$ cat config.mk
export PLATFORM = sky130hd
export DESIGN_NAME = interval_reservation_table_top
export DESIGN_NICKNAME = d
export VERILOG_FILES = /design/src/design/irt_pkg.sv /design/src/design/interval_reservation_table_top.sv /design/src/design/irt_ctrl.sv /design/src/design/irt_dp.sv
export SDC_FILE = /design/constraint.sdc
export NUM_CORES = 2
export LEC_CHECK = 0
export CORE_MARGIN = 1.5
export CORE_UTILIZATION = 60
export DETAILED_ROUTE_END_ITERATION = 8
export DONT_BUFFER_PORTS = 1
export HOLD_SLACK_MARGIN = 0.12
export PLACE_DENSITY_LB_ADDON = 0.1
export SLEW_MARGIN = 5
export SYNTH_ARGS = -nofsm -noshare
export SYNTH_HDL_FRONTEND = slang
export SYNTH_HIERARCHICAL = 1
export SYNTH_SLANG_ARGS = --single-unit
$ cat constraint.sdc
create_clock -name clk -period 11.25 [get_ports clk]
set_clock_uncertainty 0.15 [all_clocks]
set_input_delay 0.5625 -clock clk [delete_from_list [all_inputs] [get_ports clk]]
set_output_delay 0.5625 -clock clk [all_outputs]
set_load 0.05 [all_outputs]
$ cat src/design/irt_pkg.sv
`default_nettype none

package irt_pkg;

  // Table geometry
  localparam int ENTRIES = 64;
  localparam int TIME_W  = 32;
  localparam int ADDR_W  = (ENTRIES > 1) ? $clog2(ENTRIES) : 1;
  localparam int CNT_W   = $clog2(ENTRIES + 1);

  typedef enum logic [1:0] {
    ST_BOOKED   = 2'd0,
    ST_CONFLICT = 2'd1,
    ST_FULL     = 2'd2,
    ST_INVALID  = 2'd3
  } status_t;

  // Controller -> datapath
  typedef struct packed {
    logic load_req;  // capture request, rewind scan
    logic rd_en;     // read the entry at the scan index, advance index
    logic cmp_en;    // compare last read entry against request
    logic commit;    // publish verdict, store interval if booked
  } irt_cmd_t;

  // Datapath -> controller
  typedef struct packed {
    logic invalid;   // end not past start
    logic full;      // every slot taken
    logic hit;       // overlap found so far
    logic idx_done;  // every stored entry has been read
    logic out_free;  // result register can take a new verdict
  } irt_sts_t;

endpackage

`default_nettype wire

$ cat src/design/interval_reservation_table_top.sv
// A request is decided after a scan of the n stored intervals, stopped early on a
//   conflict; an invalid request or a full table decides without reading any entry.
// The single read port of the interval memory sets the throughput, one stored entry
//   scanned per cycle; the next request is taken only once the verdict is committed.
// Reset (rst, synchronous, active high) empties the table at once through the fill count;
//   no clearing pass is needed, and the next cycle can take a request.
`default_nettype none

module interval_reservation_table_top (
  input  wire logic        clk,
  input  wire logic        rst,
  // Request channel
  input  wire logic        in_valid,
  output logic             in_ready,
  input  wire logic [31:0] start_time,
  input  wire logic [31:0] end_time,
  // Result channel
  output logic             out_valid,
  input  wire logic        out_ready,
  output logic [1:0]       status
);

  // The controller sequences one request at a time: capture, scan the stored
  // intervals through the memory read port (one read issued per cycle, compare
  // in the cycle after), then commit the verdict into the result register.
  // The result register parts the two channels, so a new request transfer is
  // taken while an earlier verdict still waits on out_ready.
  irt_pkg::irt_cmd_t cmd;
  irt_pkg::irt_sts_t sts;

  irt_ctrl u_ctrl (
    .clk      (clk),
    .rst      (rst),
    .in_valid (in_valid),
    .in_ready (in_ready),
    .cmd      (cmd),
    .sts      (sts)
  );

  // Datapath: request registers, interval memory, fill count, overlap compare,
  // and the result register.
  irt_dp u_dp (
    .clk        (clk),
    .rst        (rst),
    .cmd        (cmd),
    .sts        (sts),
    .start_time (start_time),
    .end_time   (end_time),
    .out_valid  (out_valid),
    .out_ready  (out_ready),
    .status     (status)
  );

  // Only one request in flight: after a transfer, hold off the next one.
  a_one_in_flight: assert property (@(posedge clk) disable iff (rst)
    (in_valid && in_ready) |=> !in_ready)
    else $error("request accepted while another is in flight");

  // Never overwrite a verdict that has not been taken.
  a_commit_free: assert property (@(posedge clk) disable iff (rst)
    cmd.commit |-> sts.out_free)
    else $error("verdict committed over a pending result");

  // A clean, non-conflicting request with room must come out booked.
  a_booked: assert property (@(posedge clk) disable iff (rst)
    (cmd.commit && !sts.invalid && !sts.full && !sts.hit)
      |=> (out_valid && status == irt_pkg::ST_BOOKED))
    else $error("free interval not reported as booked");

endmodule

`default_nettype wire

$ cat src/design/irt_ctrl.sv
`default_nettype none

module irt_ctrl (
  input  wire logic              clk,
  input  wire logic              rst,
  input  wire logic              in_valid,
  output logic                   in_ready,
  output irt_pkg::irt_cmd_t      cmd,
  input  wire irt_pkg::irt_sts_t sts
);

  typedef enum logic [1:0] {
    S_IDLE,
    S_SCAN,
    S_FINISH
  } state_t;

  state_t state;
  state_t state_next;
  logic   rd_pending;
  logic   stop;

  assign stop = sts.invalid | sts.full | sts.hit;

  always_comb begin
    cmd        = '0;
    in_ready   = 1'b0;
    state_next = state;
    case (state)
      S_IDLE: begin
        in_ready = 1'b1;
        if (in_valid) begin
          cmd.load_req = 1'b1;
          state_next   = S_SCAN;
        end
      end
      S_SCAN: begin
        cmd.cmp_en = rd_pending;
        cmd.rd_en  = !stop && !sts.idx_done;
        if (stop || sts.idx_done) begin
          state_next = S_FINISH;
        end
      end
      S_FINISH: begin
        if (sts.out_free) begin
          cmd.commit = 1'b1;
          state_next = S_IDLE;
        end
      end
      default: begin
        state_next = S_IDLE;
      end
    endcase
  end

  always_ff @(posedge clk) begin
    if (rst) begin
      state      <= S_IDLE;
      rd_pending <= 1'b0;
    end else begin
      state      <= state_next;
      rd_pending <= cmd.rd_en;
    end
  end

endmodule

`default_nettype wire

$ cat src/design/irt_dp.sv
`default_nettype none

module irt_dp (
  input  wire logic                       clk,
  input  wire logic                       rst,
  input  wire irt_pkg::irt_cmd_t          cmd,
  output irt_pkg::irt_sts_t               sts,
  input  wire logic [31:0]                start_time,
  input  wire logic [31:0]                end_time,
  output logic                            out_valid,
  input  wire logic                       out_ready,
  output logic [1:0]                      status
);

  logic [irt_pkg::TIME_W-1:0]   req_start;
  logic [irt_pkg::TIME_W-1:0]   req_end;
  logic [irt_pkg::CNT_W-1:0]    count;
  logic [irt_pkg::CNT_W-1:0]    idx;
  logic                         hit;
  logic [2*irt_pkg::TIME_W-1:0] rd_data;
  irt_pkg::status_t             status_q;
  irt_pkg::status_t             verdict;

  // Packed {start, end} per slot; slots 0..count-1 hold stored intervals
  logic [2*irt_pkg::TIME_W-1:0] mem [irt_pkg::ENTRIES];

  logic [irt_pkg::TIME_W-1:0] rd_start;
  logic [irt_pkg::TIME_W-1:0] rd_end;
  logic                       overlap;
  logic                       store;

  assign rd_start = rd_data[2*irt_pkg::TIME_W-1:irt_pkg::TIME_W];
  assign rd_end   = rd_data[irt_pkg::TIME_W-1:0];
  assign overlap  = (rd_start < req_end) && (req_start < rd_end);

  assign sts.invalid  = (req_end <= req_start);
  assign sts.full     = (count == irt_pkg::CNT_W'(irt_pkg::ENTRIES));
  assign sts.hit      = hit;
  assign sts.idx_done = (idx == count);
  assign sts.out_free = !out_valid || out_ready;

  always_comb begin
    if (sts.invalid) begin
      verdict = irt_pkg::ST_INVALID;
    end else if (sts.full) begin
      verdict = irt_pkg::ST_FULL;
    end else if (hit) begin
      verdict = irt_pkg::ST_CONFLICT;
    end else begin
      verdict = irt_pkg::ST_BOOKED;
    end
  end

  assign store = cmd.commit && (verdict == irt_pkg::ST_BOOKED);

  always_ff @(posedge clk) begin
    if (store) begin
      mem[count[irt_pkg::ADDR_W-1:0]] <= {req_start, req_end};
    end
  end

  always_ff @(posedge clk) begin
    if (cmd.rd_en) begin
      rd_data <= mem[idx[irt_pkg::ADDR_W-1:0]];
    end
  end

  always_ff @(posedge clk) begin
    if (cmd.load_req) begin
      req_start <= start_time[irt_pkg::TIME_W-1:0];
      req_end   <= end_time[irt_pkg::TIME_W-1:0];
    end
    if (cmd.commit) begin
      status_q <= verdict;
    end
  end

  always_ff @(posedge clk) begin
    if (rst) begin
      count     <= '0;
      idx       <= '0;
      hit       <= 1'b0;
      out_valid <= 1'b0;
    end else begin
      if (store) begin
        count <= count + irt_pkg::CNT_W'(1);
      end
      if (cmd.load_req) begin
        idx <= '0;
        hit <= 1'b0;
      end else begin
        if (cmd.rd_en) begin
          idx <= idx + irt_pkg::CNT_W'(1);
        end
        if (cmd.cmp_en && overlap) begin
          hit <= 1'b1;
        end
      end
      if (cmd.commit) begin
        out_valid <= 1'b1;
      end else if (out_ready) begin
        out_valid <= 1'b0;
      end
    end
  end

  assign status = status_q;

endmodule

`default_nettype wire
==> impl_metrics.toml <==
[clock_network]
cts_tree = "done"
worstSkewPairLatency_ns = 0.97
cts.clk_slew.worst_paths_ns = 0.06
clock-root-buffer = "clkbuf_16"
numCtsBuffers = 414
clockBufferDepth = 4
post-cts-setup-buffer-count = 0
ctsHtreeMaxLevel = 5
clock-sinks = 4245

[setup_path]
startpoint = "u_dp/req_start[31]"
crit_chain = "buf_4, inv_1, ha_1, nand4_1, nor4_2, nand2_1, a31oi_1, o211ai_1, or3_1, nor2_4, buf_4, buf_4"
r2r_slack_ns = 4.41
cpMostUsedCell = "buf_4"
path_max_fanout = 66
rr_endpoint = "u_dp/mem[59][15]"
path_depth = 12
start_kind = "flip-flop"
worst_path_dominant_cell_family = "simple AND/OR/NAND/NOR gates"
slowest_delay_ns = 0.99
rr_startpoint = "u_dp/req_start[31]"
end_kind = "flip-flop"
cp_num_buf_inv = 4
critPathRequiredTime_ns = 11.65
critical_path_class = "reg -> reg"
critPathSlowestCell = "nor2_4"
worstRegToRegCells = 12
cp-endpoint = "u_dp/mem[59][15]"
critPathArrivalTime_ns = 7.25

[global_route]
grtUsageTotal = 0.329
grt_pass1_vias = 76246
grt_max_degree = 145
antenna_found_initial = 58
grt-ovfl-total = 0
grt_pass1_wl_um = 612000

[pwr]
seqPwrFrac = 0.550
p_int_uw = 25500
p_sw_uw = 6270
power_uw = 31800
p_comb_frac = 0.016
ir_worst_vdd_uv = 152
leakagePower_uw = 0.0549
clkPwrFrac = 0.433
swShare = 0.197
pwr_density_cell_nw_per_um2 = 174

[floorplan]
pin_count = 72
start_util = 0.605
core_area_um2 = 269000
die_area_um2 = 274000
die_w_um = 523
die_y_um = 523
rows = 190

[placement]
place_ws_ns = 4.62
hpwl_um = 238000
io_buffers = 0
place_area_um2 = 168000
gp_congestion = 0.898

[sta]
setup_ws_ns = 4.41
hold_viol_final = 0
fmax_mhz = 146
worstMarginPinSlew_ns = 1.38
fin_crit_sh = 0.608
finalSetupTns_ns = 0
fin_crit_ns = 6.84
rsz0062_at_grt = "no"
final_max_slew_viol_count = 0
slew_headroom = 0.0813
final-setup-viol-count = 0

[outcome]
status = "finished clean"

[drt]
drt_pre_antenna_iters = 8
ant_nets = 0
drc_errors = 0
routedWlPerCell_um = 40.8
vias = 77071
drt_iter0_drc = 12706
routed_wirelength_um = 443000
routed_via_density = 7.10

[logic_synthesis]
synth_ff_type = "edfxtp_1"
ys_seq_area_frac = 0.783
synth_nets = 6681
netlist_area_um2 = 162000
synth_xor_area_frac = 0.000647
synth.mux.area_fraction = 0.185
synth_fa_ha_area_frac = 0.00747
ys_warn_count = 6
synth_seq_cells = 4245
synthCells = 6516
synth-edff-count = 4226
async_reset_ff_frac = 0
synth_top_family_by_area = "multiplexers"
synth_cell_types = 52
synth_compound_area_frac = 0.00541
yosys.area_share.simple = 0.00685
synth.avg_cell_area_um2 = 24.9

[cells_and_area]
stdcell_area_um2 = 182000
drive_gt1_frac = 0.305
regArea_um2 = 127000
area_growth_syn_to_layout_pct = 12.3
layout.nets = 7105
multi_input_area_um2 = 33900
fill_cells = 16248

[hold_path]
hold_path.class = "in -> reg"

[run]
cap_violations = 0
## final cells by class
type | instances | area share
flip-flops and latches | 4245 | 0.698
multi-input cells | 1841 | 0.186
clock buffers | 518 | 0.0599
well taps | 3552 | 0.0244
repair buffers | 336 | 0.0163
clock inverters | 238 | 0.0134
inverters | 102 | 0.00210
diodes | 20 | 0.000274
## timing repair
item | 4_1_cts | 5_1_grt
resized for setup | 0 | 0
endpoints found under the hold margin | 93 | 0
endpoints found under the setup margin | 0 | 0
hold buffers | 97 | 0
## cell families after synthesis
logic type               Yosys count
buffers and inverters            430
adder cells (fa/ha/maj)           97
XOR/XNOR                          12
multiplexers                    1364
AND/OR/NAND/NOR                  225
flip-flops                      4245
AO/OA/AOI/OAI                    143
## stage by stage
step | util | hold WS, ns | std cells
final | 0.679 | 0.177 | 10852
after global routing | 0.679 | 0.132 | 10839
after CTS | 0.679 | 0.124 | 10832
after detailed placement | 0.625 | 0.355 | 9979
after global placement | 0.625 | 0.347 | 9979
after floorplan | - | 0.320 | 6516
## state kept, by name (all words and copies together) (netlist names)
register / count
u_dp/req_end: 32
u_dp/mem: 4096
u_dp/idx: 7
u_dp/count: 7
u_dp/rd_data: 64
u_dp/hit: 1
u_ctrl/state: 2
u_dp/req_start: 32
u_dp/status: 2
u_dp/out_valid: 1
u_ctrl/rd_pending: 1
## power groups by stage
stage | Combinational [uW] | Sequential [uW] | Clock [uW]
floorplan | 90.7 | 18000 | 0
global placement | 452 | 17800 | 0
detailed placement | 471 | 17800 | 0
CTS | 511 | 17500 | 13900
global route | 544 | 17500 | 14500
finish | 519 | 17500 | 13800
## cells in the mapped netlist, types with 4 or more instances
cell type / count / area, um^2
buf_1: 42 / 158
or4_1: 5 / 37.5
a211oi_1: 22 / 165
a21o_1: 21 / 158
a21oi_1: 49 / 245
edfxtp_1: 4226 / 127000
clkbuf_1: 147 / 552
xnor2_1: 6 / 52.6
mux2_2: 16 / 180
xor2_1: 6 / 52.6
buf_2: 135 / 676
or3_1: 10 / 62.6
nand2_1: 45 / 169
nand4_1: 21 / 131
nand3_1: 6 / 30.0
dfxtp_1: 19 / 380
mux4_2: 1311 / 29500
nor2_1: 88 / 330
mux2i_1: 35 / 350
o21ai_0: 32 / 160
nand2b_1: 5 / 31.3
o211ai_1: 4 / 30.0
ha_1: 97 / 1210
nor4_1: 5 / 31.3
inv_1: 102 / 383
nor2b_1: 22 / 138
## per-layer routing
metal	vias to the layer above	GRT usage	wire, um
met2	5420	0.503	208000
met1	41617	0.483	163000
met4	14	0.117	18800
li1	29154	-	-
met5	-	0	92
met3	866	0.0685	52600
## how the worst min path moves through the flow
stage                         startpoint                  to  slack [ns]  cells past startpoint
after floorplan              u_dp/idx[6]         u_dp/idx[6]        0.32                      2
after global placement     u_dp/count[6]       u_dp/count[6]        0.35                      2
after detailed placement   u_dp/count[6]       u_dp/count[6]        0.36                      2
after CTS                  start_time[8]   u_dp/req_start[8]        0.12                      1
after global routing      start_time[10]  u_dp/req_start[10]        0.13                      1
final                     start_time[10]  u_dp/req_start[10]        0.18                      1
## cells in the final DEF, fill, tap and decap left out, types with 10 or more instances in the layout
cell and instances:
nand2_1 45, buf_4 223, dlygate4sd3_1 97, a211oi_1 22, mux2_2 16, clkbuf_1 96, mux2i_1 35, diode_2 20
bufinv_16 46, inv_1 102, ha_1 97, a21o_1 21, nor2b_1 22, nor2_1 23, or3_1 10, dfxtp_1 13
buf_12 16, nand4_1 21, edfxtp_1 4226, clkbuf_16 422, nor2_4 64, a21oi_1 49, clkinvlp_4 17, mux4_2 1311
clkinv_2 72, o21ai_0 32, clkinv_1 87
No activity file was read; power rests on OpenSTA's default activity.
